### src/sv/wpc_pkg.sv
package wpc_pkg;

  localparam logic [31:0] CRC_REFL_POLY = 32'hEDB88320;
  localparam logic [31:0] CRC_ALL_ONES  = 32'hFFFFFFFF;
  localparam logic [31:0] SEED_MIX      = 32'hD05FE123;
  localparam logic [31:0] SEED_STEP     = 32'h9E3779B9;
  localparam logic [31:0] SEED_ZERO_SUB = 32'hA5A5A5A5;

  localparam int CFG_IDX_W = 3;
  localparam logic [CFG_IDX_W-1:0] REG_WHITEN_MODE   = 3'd0;
  localparam logic [CFG_IDX_W-1:0] REG_SESSION_KEY   = 3'd1;
  localparam logic [CFG_IDX_W-1:0] REG_FRAME_INDEX   = 3'd2;
  localparam logic [CFG_IDX_W-1:0] REG_MEMBER_COUNT  = 3'd3;
  localparam logic [CFG_IDX_W-1:0] REG_MEMBER_STRIDE = 3'd4;

  localparam logic [1:0] MODE_NONE   = 2'd0;
  localparam logic [1:0] MODE_SINGLE = 2'd1;
  localparam logic [1:0] MODE_PAIR   = 2'd2;
  localparam logic [1:0] MODE_GROUP  = 2'd3;

  localparam logic [1:0] MEMBERS_THREE = 2'd3;

  localparam logic [2:0] COUNT_ONE   = 3'd1;
  localparam logic [2:0] COUNT_TWO   = 3'd2;
  localparam logic [2:0] COUNT_THREE = 3'd3;
  localparam logic [2:0] COUNT_FOUR  = 3'd4;

  localparam int QUEUE_DEPTH = 4;
  localparam int QUEUE_AW    = $clog2(QUEUE_DEPTH);

  localparam logic [1:0] SETTLE_CYCLES = 2'd3;

  typedef struct packed {
    logic [31:0] word;
    logic [2:0]  count;
    logic        last;
    logic        first;
    logic [1:0]  mode;
    logic [1:0]  members;
  } item_t;

  typedef struct packed {
    logic [1:0]  mode;
    logic [1:0]  members;
    logic [31:0] seed1;
    logic [31:0] seed2;
    logic [31:0] seed3;
    logic        settled;
  } cfg_t;

  function automatic logic [31:0] xs32(input logic [31:0] x);
    logic [31:0] y;
    y = x ^ (x << 13);
    y = y ^ (y >> 17);
    y = y ^ (y << 5);
    return y;
  endfunction

  function automatic logic [31:0] crc_feed8(input logic [31:0] crc, input logic [7:0] b);
    logic [31:0] c;
    c = crc ^ {24'd0, b};
    for (int k = 0; k < 8; k++) begin
      c = c[0] ? ((c >> 1) ^ CRC_REFL_POLY) : (c >> 1);
    end
    return c;
  endfunction

  function automatic logic [31:0] seed_finish(input logic [31:0] session,
                                              input logic [31:0] prod);
    logic [31:0] s;
    s = session ^ prod ^ SEED_MIX;
    return (s == 32'd0) ? SEED_ZERO_SUB : s;
  endfunction

endpackage

### src/sv/wpc_if.sv
interface wpc_in_if;
  logic        valid;
  logic        ready;
  logic [31:0] data_word;
  logic [2:0]  byte_count;
  logic        last_word;

  modport source(output valid, data_word, byte_count, last_word, input ready);
  modport sink(input valid, data_word, byte_count, last_word, output ready);
endinterface

interface wpc_out_if;
  logic        valid;
  logic        ready;
  logic [31:0] whitened_word;
  logic [2:0]  out_byte_count;
  logic        out_last;
  logic [31:0] frame_crc;

  modport source(output valid, whitened_word, out_byte_count, out_last, frame_crc,
                 input ready);
  modport sink(input valid, whitened_word, out_byte_count, out_last, frame_crc,
               output ready);
endinterface

### src/sv/whitened_payload_crc.sv
// Payload whitening with CRC-32.
// data_in: one payload word per transfer (valid/ready), bytes little-endian,
//   byte_count 1..4 valid bytes, last_word on the final word of a payload.
// data_out: one whitened word per input word, in order, with its byte count,
//   a last flag and, on the last word, the CRC-32 of all whitened bytes.
// cfg_we/cfg_index/cfg_data: register writes. Write only while no word is in
//   flight. After each write data_in.ready stays low while the stream seeds
//   are recomputed (index add, constant multiply, mix).
// Throughput: one word per cycle while data_out is not stalled; the stream
//   step and the 4-byte CRC update finish in the single back-end stage.
// A 4-entry queue sits between input and back end, and the back end holds
//   its result in an output register: when data_out stalls, the queue keeps
//   taking words until it is full, then data_in.ready drops.
// Reset: registers return to their defaults, queue and output empty, no
//   frame open; data_in.ready rises once the seeds are recomputed.
module whitened_payload_crc
  import wpc_pkg::*;
(
  input  logic                 clk,
  input  logic                 rst,
  input  logic                 cfg_we,
  input  logic [CFG_IDX_W-1:0] cfg_index,
  input  logic [31:0]          cfg_data,
  wpc_in_if.sink               data_in,
  wpc_out_if.source            data_out
);

  cfg_t  cfg;
  item_t head;
  logic  not_empty;
  logic  pop;

  wpc_cfg u_cfg (
    .clk       (clk),
    .rst       (rst),
    .cfg_we    (cfg_we),
    .cfg_index (cfg_index),
    .cfg_data  (cfg_data),
    .cfg       (cfg)
  );

  wpc_front u_front (
    .clk       (clk),
    .rst       (rst),
    .cfg       (cfg),
    .data_in   (data_in),
    .pop       (pop),
    .head      (head),
    .not_empty (not_empty)
  );

  wpc_back u_back (
    .clk       (clk),
    .rst       (rst),
    .cfg       (cfg),
    .head      (head),
    .not_empty (not_empty),
    .pop       (pop),
    .data_out  (data_out)
  );

endmodule

### src/sv/wpc_cfg.sv
module wpc_cfg
  import wpc_pkg::*;
(
  input  logic                 clk,
  input  logic                 rst,
  input  logic                 cfg_we,
  input  logic [CFG_IDX_W-1:0] cfg_index,
  input  logic [31:0]          cfg_data,
  output cfg_t                 cfg
);

  logic [1:0]  whiten_mode;
  logic [31:0] session_key;
  logic [31:0] frame_index;
  logic [1:0]  member_count;
  logic [31:0] member_stride;
  logic [1:0]  settle_cnt;

  logic [31:0] stride_eff;
  logic [31:0] idx0, idx1, idx2;
  logic [31:0] prod0, prod1, prod2;
  logic [31:0] seed1, seed2, seed3;

  always_ff @(posedge clk) begin
    if (rst) begin
      whiten_mode   <= MODE_SINGLE;
      session_key   <= 32'd0;
      frame_index   <= 32'd0;
      member_count  <= 2'd1;
      member_stride <= 32'd1;
      settle_cnt    <= SETTLE_CYCLES;
    end else begin
      if (cfg_we) begin
        settle_cnt <= SETTLE_CYCLES;
        case (cfg_index)
          REG_WHITEN_MODE:   whiten_mode   <= cfg_data[1:0];
          REG_SESSION_KEY:   session_key   <= cfg_data;
          REG_FRAME_INDEX:   frame_index   <= cfg_data;
          REG_MEMBER_COUNT:  member_count  <= cfg_data[1:0];
          REG_MEMBER_STRIDE: member_stride <= cfg_data;
          default: ;
        endcase
      end else if (settle_cnt != 2'd0) begin
        settle_cnt <= settle_cnt - 2'd1;
      end
    end
  end

  assign stride_eff = (member_stride == 32'd0) ? 32'd1 : member_stride;

  // seed pipeline: member indexes, products, finished seeds
  always_ff @(posedge clk) begin
    idx0  <= frame_index;
    idx1  <= frame_index + stride_eff;
    idx2  <= (whiten_mode == MODE_PAIR) ? frame_index + 32'd1
                                        : frame_index + (stride_eff << 1);
    prod0 <= idx0 * SEED_STEP;
    prod1 <= idx1 * SEED_STEP;
    prod2 <= idx2 * SEED_STEP;
    seed1 <= seed_finish(session_key, prod0);
    seed2 <= (whiten_mode == MODE_GROUP && member_count[1])
             ? seed_finish(session_key, prod1) : 32'd0;
    seed3 <= (whiten_mode == MODE_PAIR ||
              (whiten_mode == MODE_GROUP && member_count == MEMBERS_THREE))
             ? seed_finish(session_key, prod2) : 32'd0;
  end

  assign cfg.mode    = whiten_mode;
  assign cfg.members = member_count;
  assign cfg.seed1   = seed1;
  assign cfg.seed2   = seed2;
  assign cfg.seed3   = seed3;
  assign cfg.settled = (settle_cnt == 2'd0);

endmodule

### src/sv/wpc_front.sv
module wpc_front
  import wpc_pkg::*;
(
  input  logic      clk,
  input  logic      rst,
  input  cfg_t      cfg,
  wpc_in_if.sink    data_in,
  input  logic      pop,
  output item_t     head,
  output logic      not_empty
);

  item_t               queue [QUEUE_DEPTH];
  logic [QUEUE_AW-1:0] wr_ptr;
  logic [QUEUE_AW-1:0] rd_ptr;
  logic [QUEUE_AW:0]   fill;
  logic                in_frame;
  logic                push;
  item_t               entry;

  assign data_in.ready = (fill != (QUEUE_AW+1)'(QUEUE_DEPTH)) && cfg.settled;
  assign push          = data_in.valid && data_in.ready;
  assign not_empty     = (fill != '0);
  assign head          = queue[rd_ptr];

  always_comb begin
    entry.word = data_in.data_word;
    case (data_in.byte_count)
      3'd0:        entry.count = COUNT_ONE;
      COUNT_ONE:   entry.count = COUNT_ONE;
      COUNT_TWO:   entry.count = COUNT_TWO;
      COUNT_THREE: entry.count = COUNT_THREE;
      default:     entry.count = COUNT_FOUR;
    endcase
    entry.last    = data_in.last_word;
    entry.first   = !in_frame;
    entry.mode    = cfg.mode;
    entry.members = cfg.members;
  end

  always_ff @(posedge clk) begin
    if (push) begin
      queue[wr_ptr] <= entry;
    end
  end

  always_ff @(posedge clk) begin
    if (rst) begin
      wr_ptr   <= '0;
      rd_ptr   <= '0;
      fill     <= '0;
      in_frame <= 1'b0;
    end else begin
      if (push) begin
        wr_ptr   <= wr_ptr + QUEUE_AW'(1);
        in_frame <= !data_in.last_word;
      end
      if (pop) begin
        rd_ptr <= rd_ptr + QUEUE_AW'(1);
      end
      case ({push, pop})
        2'b10:   fill <= fill + (QUEUE_AW+1)'(1);
        2'b01:   fill <= fill - (QUEUE_AW+1)'(1);
        default: fill <= fill;
      endcase
    end
  end

endmodule

### src/sv/wpc_back.sv
module wpc_back
  import wpc_pkg::*;
(
  input  logic      clk,
  input  logic      rst,
  input  cfg_t      cfg,
  input  item_t     head,
  input  logic      not_empty,
  output logic      pop,
  wpc_out_if.source data_out
);

  logic [31:0] s1, s2, s3, crc;
  logic [31:0] base1, base2, base3, crc_base;
  logic [31:0] n1, n2, n3, key, mixed, res;
  logic [31:0] c1, c2, c3, c4, crc_new;
  logic        use2, use3;

  assign pop = not_empty && (!data_out.valid || data_out.ready);

  always_comb begin
    base1    = head.first ? cfg.seed1 : s1;
    base2    = head.first ? cfg.seed2 : s2;
    base3    = head.first ? cfg.seed3 : s3;
    crc_base = head.first ? CRC_ALL_ONES : crc;

    use2 = (head.mode == MODE_GROUP) && head.members[1];
    use3 = (head.mode == MODE_PAIR) ||
           ((head.mode == MODE_GROUP) && (head.members == MEMBERS_THREE));

    n1 = (head.mode != MODE_NONE) ? xs32(base1) : base1;
    n2 = use2 ? xs32(base2) : base2;
    n3 = use3 ? xs32(base3) : base3;

    case (head.mode)
      MODE_NONE:   key = 32'd0;
      MODE_SINGLE: key = n1;
      MODE_PAIR:   key = n1 ^ n3;
      default:     key = n1 ^ (use2 ? n2 : 32'd0) ^ (use3 ? n3 : 32'd0);
    endcase

    mixed = head.word ^ key;
    case (head.count)
      COUNT_ONE:   res = {24'd0, mixed[7:0]};
      COUNT_TWO:   res = {16'd0, mixed[15:0]};
      COUNT_THREE: res = {8'd0, mixed[23:0]};
      default:     res = mixed;
    endcase

    c1 = crc_feed8(crc_base, res[7:0]);
    c2 = crc_feed8(c1, res[15:8]);
    c3 = crc_feed8(c2, res[23:16]);
    c4 = crc_feed8(c3, res[31:24]);
    case (head.count)
      COUNT_ONE:   crc_new = c1;
      COUNT_TWO:   crc_new = c2;
      COUNT_THREE: crc_new = c3;
      default:     crc_new = c4;
    endcase
  end

  always_ff @(posedge clk) begin
    if (pop) begin
      s1  <= n1;
      s2  <= n2;
      s3  <= n3;
      crc <= head.last ? CRC_ALL_ONES : crc_new;
      data_out.whitened_word  <= res;
      data_out.out_byte_count <= head.count;
      data_out.out_last       <= head.last;
      data_out.frame_crc      <= head.last ? (crc_new ^ CRC_ALL_ONES) : 32'd0;
    end
  end

  always_ff @(posedge clk) begin
    if (rst) begin
      data_out.valid <= 1'b0;
    end else if (pop) begin
      data_out.valid <= 1'b1;
    end else if (data_out.ready) begin
      data_out.valid <= 1'b0;
    end
  end

endmodule

### src/flat_wrapper.sv
// flat-port wrapper written by rule: the top's interface ports become plain ports
module whitened_payload_crc_flat import wpc_pkg::*;
  (clk, rst, cfg_we, cfg_index, cfg_data, data_in_valid, data_in_data_word, data_in_byte_count, data_in_last_word, data_in_ready, data_out_valid, data_out_whitened_word, data_out_out_byte_count, data_out_out_last, data_out_frame_crc, data_out_ready);
  wpc_in_if data_in_i ();
  wpc_out_if data_out_i ();
  input  logic clk;
  input  logic rst;
  input  logic cfg_we;
  input  logic [CFG_IDX_W-1:0] cfg_index;
  input  logic [31:0] cfg_data;
  input wire logic [$bits(data_in_i.valid)-1:0] data_in_valid;
  input wire logic [$bits(data_in_i.data_word)-1:0] data_in_data_word;
  input wire logic [$bits(data_in_i.byte_count)-1:0] data_in_byte_count;
  input wire logic [$bits(data_in_i.last_word)-1:0] data_in_last_word;
  output wire logic [$bits(data_in_i.ready)-1:0] data_in_ready;
  output wire logic [$bits(data_out_i.valid)-1:0] data_out_valid;
  output wire logic [$bits(data_out_i.whitened_word)-1:0] data_out_whitened_word;
  output wire logic [$bits(data_out_i.out_byte_count)-1:0] data_out_out_byte_count;
  output wire logic [$bits(data_out_i.out_last)-1:0] data_out_out_last;
  output wire logic [$bits(data_out_i.frame_crc)-1:0] data_out_frame_crc;
  input wire logic [$bits(data_out_i.ready)-1:0] data_out_ready;
  assign data_in_i.valid = data_in_valid;
  assign data_in_i.data_word = data_in_data_word;
  assign data_in_i.byte_count = data_in_byte_count;
  assign data_in_i.last_word = data_in_last_word;
  assign data_in_ready = data_in_i.ready;
  assign data_out_valid = data_out_i.valid;
  assign data_out_whitened_word = data_out_i.whitened_word;
  assign data_out_out_byte_count = data_out_i.out_byte_count;
  assign data_out_out_last = data_out_i.out_last;
  assign data_out_frame_crc = data_out_i.frame_crc;
  assign data_out_i.ready = data_out_ready;
  whitened_payload_crc u_core (.clk(clk), .rst(rst), .cfg_we(cfg_we), .cfg_index(cfg_index), .cfg_data(cfg_data), .data_in(data_in_i), .data_out(data_out_i));
endmodule
### config.mk
export PLATFORM = sky130hd
export DESIGN_NAME = whitened_payload_crc_flat
export DESIGN_NICKNAME = d
export VERILOG_FILES = /design/src/sv/wpc_pkg.sv /design/src/sv/wpc_if.sv /design/src/sv/whitened_payload_crc.sv /design/src/sv/wpc_cfg.sv /design/src/sv/wpc_front.sv /design/src/sv/wpc_back.sv /design/src/flat_wrapper.sv
export SDC_FILE = /design/constraint.sdc
export NUM_CORES = 2
export LEC_CHECK = 0
export BUFFER_PORTS_ARGS = -buffer_cell sky130_fd_sc_hd__buf_2
export CORE_ASPECT_RATIO = 1.5
export CORE_MARGIN = 3
export CORE_UTILIZATION = 60
export CTS_BUF_LIST = sky130_fd_sc_hd__clkbuf_16
export CTS_CLUSTER_DIAMETER = 80
export DETAILED_ROUTE_END_ITERATION = 8
export GPL_TIMING_DRIVEN = 0
export PLACE_DENSITY = 0.77
export SKIP_CTS_REPAIR_TIMING = 1
export SYNTH_ARGS = -nofsm -noshare
export SYNTH_HDL_FRONTEND = slang
export SYNTH_HIERARCHICAL = 1
export SYNTH_SLANG_ARGS = --single-unit
### constraint.sdc
create_clock -name clk -period 22.2 [get_ports clk]
set_input_delay 3.33 -clock clk [delete_from_list [all_inputs] [get_ports clk]]
set_output_delay 3.33 -clock clk [all_outputs]
set_load 0.005 [all_outputs]
==> impl_metrics.yaml <==
detailed_routing:
  vias: 49600
  drtIter0Drc: 4320
  wire_per_inst_um: 27.4
  drc_errors: 0
  via_per_inst: 5.94
  drt-pass1-iter-count: 7
  drt-total-wl_um: 229000
  ant_nets: 0
finish:
  n_fill_cell: 9145
  drive_gt1_share_pct: 7.65
  syn2layout_area_growth_pct: 7.81
  final_cells: 8360
  final_nets: 8170
  regArea_um2: 18800
  multiInputGateArea_um2: 47700
setup_path:
  crit_path_end_kind: "register"
  startpoint_type: "register"
  critPathKind: "reg2reg"
  crit_required_ps: 22720
  crit_arrival_ps: 11160
  cp_max_fo: 10
global_routing:
  grt_pass1_vias: 52700
  antenna_found_initial: 6
  gr-total-overflow: 0
  grt_pass1_wl_um: 337000
  grt_max_degree: 34
  grt.total_usage_pct: 37.6
floorplan:
  initial_core_util_pct: 60.5
  placeableCoreArea_um2: 118000
  die_h_um: 428
  dieWidth_um: 287
  std_cell_rows: 154
  die_area_um2: 123000
  ios: 146
status:
  status: "finished, final reports clean"
yosys:
  synth_common_cells: "inv_1, fa_1, ha_1"
  syn_nets: 7932
  async_reset_ff_share_pct: 0
  syn_avg_cell_area_um2: 11.0
  synthTopCellsByArea: "fa_1, edfxtp_1, ha_1, dfxtp_1, xnor2_1"
  synth_cell_types: 124
  syn-instance-count: 6492
  synthFlopType: "dfxtp_1"
  synth.largest_area_cell: "fa_1"
  ys_ff_latch: 761
  yosysWarnings: 6
  yosysSeqAreaShare_pct: 26.4
  synth-edff-count: 360
  synth_top_area_share_pct: 19.4
  synth.most_common_cell: "inv_1"
  syn_area_um2: 71300
sta:
  finalSetupViolCount: 0
  worst_slew_pin_slew_ps: 1430
  period_needed_ps: 10640
  hold_viol: 0
  fin_crit_sh_pct: 47.9
  rsz0062_at_grt: "false"
  finalClockSkew_ps: 73.2
  fmax_ghz: 0.0940
  final_max_slew_viol_count: 0
  relSlewSlack_pct: 4.53
  worst_slack_ps: 11560
run:
  cap_violations: 0
clocking:
  tritoncts: "done"
  clkTransAtPathRegs_ps: 70
  cts_max_level: 3
  clockBufferDepth: 3
  root_buffer: "clkbuf_16"
  clock-sinks: 761
  cts-buffers-inserted: 78
  clock_latency_ps: 720
placed_design:
  dpl.cell_count: 8209
  io_buffers: 145
  dp_slack_ps: 11950
  place_congestion: 1.07
  hpwl_um: 190000
worst_hold_path:
  holdCritStartpoint: "u_core/u_cfg/frame_index[2]"
  hold_class: "reg2reg"
==> sequential cells by signal (all words and copies together), names as in the netlist, 3 cells and up, named ones only <==
signal / flops
u_core/u_back/crc: 32
u_core/u_back/data_out.frame_crc: 32
u_core/u_back/data_out.out_byte_count: 3
u_core/u_back/data_out.whitened_word: 32
u_core/u_back/s1: 32
u_core/u_back/s2: 32
u_core/u_back/s3: 32
u_core/u_cfg/frame_index: 32
u_core/u_cfg/idx0: 32
u_core/u_cfg/idx1: 32
u_core/u_cfg/idx2: 32
u_core/u_cfg/member_stride: 32
u_core/u_cfg/prod0: 32
u_core/u_cfg/prod1: 32
u_core/u_cfg/prod2: 32
u_core/u_cfg/seed1: 32
u_core/u_cfg/seed2: 32
u_core/u_cfg/seed3: 32
u_core/u_cfg/session_key: 32
u_core/u_front/fill: 3
u_core/u_front/queue: 164
==> layout make-up <==
| class | count | area share (%) |
|---|---|---|
| clock inverters | 64 | 0.777 |
| inverters | 1007 | 4.93 |
| multi-input cells | 4540 | 62.1 |
| well taps | 1560 | 2.54 |
| flip-flops and latches | 761 | 24.5 |
| plain buffers | 184 | 1.18 |
| repair buffers | 158 | 1.30 |
| diodes | 7 | 0.0228 |
| clock buffers | 79 | 2.57 |
==> worst max-delay path, cell delays in order, from the launching register on <==
cell	delay (ps)
dfxtp_1	310
buf_1	220
buf_2	330
mux4_2	250
buf_6	210
buf_6	260
buf_2	510
buf_2	560
buf_2	500
buf_4	370
buf_2	400
buf_2	320
buf_2	390
buf_4	410
a21oi_1	230
xnor2_1	680
mux2i_1	150
a22oi_1	470
xor2_1	200
nor2_1	470
xor2_1	500
xor2_1	180
xnor2_2	600
xnor3_1	540
xnor3_1	500
a221oi_1	550
and2_1	260
==> placed cells by master (no fill, tap or decap), types with 17 or more instances in the layout <==
master / Yosys / routed
nand3_1: 47 / 47
xnor3_1: 131 / 131
buf_2: 15 / 160
nand2b_1: 32 / 32
xor3_1: 18 / 18
xnor2_1: 638 / 638
a221oi_1: 17 / 17
edfxtp_1: 360 / 360
and3_1: 21 / 21
dfxtp_1: 401 / 401
nor4_1: 22 / 22
and2_1: 50 / 46
mux4_2: 40 / 40
xor2_1: 311 / 311
clkbuf_16: 0 / 79
a211oi_1: 31 / 31
nor2_1: 316 / 316
a21o_1: 42 / 42
ha_1: 674 / 674
inv_1: 1004 / 1013
nor3_1: 34 / 34
nand2_1: 397 / 397
mux2i_1: 158 / 157
nand4_1: 36 / 36
a21oi_1: 308 / 308
o21bai_1: 32 / 32
o21a_1: 22 / 22
fa_1: 690 / 690
nor2b_1: 23 / 23
o22ai_1: 22 / 22
clkbuf_1: 134 / 134
xnor2_2: 21 / 21
o21ai_0: 117 / 117
==> path summary, 6_finish.rpt <==
check / to / depth (start not counted) / slack (ps)
max reg2reg: u_core/u_back/data_out.frame_crc[7] / 26 / 11560
max: u_core/u_back/data_out.frame_crc[7] / 26 / 11560
min: u_core/u_cfg/idx0[2] / 0 / 460
min reg2reg: u_core/u_cfg/idx0[2] / 0 / 460
==> per-stage QoR <==
stage               setup TNS (ps)  cell area [um^2]  hold WS [ps]  utilization (%)
floorplan                        0             71300           371                -
global placement           -981620             73900           435             62.8
detailed placement               0             74200           438             63.0
CTS                              0             76800           456             65.2
global route                     0             76800           475             65.2
finish                           0             76800           461             65.2
==> per-layer routing <==
layer  vias up  GRT usage [%]  wire length, um
met2      2342           64.9           114000
met5         -              0               42
met3       994           5.75            14200
li1      21800              -                -
met4         6           35.5            27500
met1     24500           38.6            73700
==> kinds of logic (layout without fill, tap and decap cells) <==
| family | Yosys count | after routing | share of synthesized area [%] |
|---|---|---|---|
| fa+ha+maj | 1364 | 1364 | 31.2 |
| other cells | 0 | 7 | 0 |
| simple gates | 1040 | 1040 | 6.61 |
| compound gates | 756 | 756 | 6.98 |
| mux | 231 | 231 | 4.21 |
| flops | 761 | 761 | 26.4 |
| xor+xnor | 1149 | 1149 | 17.9 |
| buf+inv | 1191 | 1492 | 6.59 |
Power is left out: the tool's default activity adds up to more than one toggle a clock period on the data nets, which glitch-free logic cannot reach.
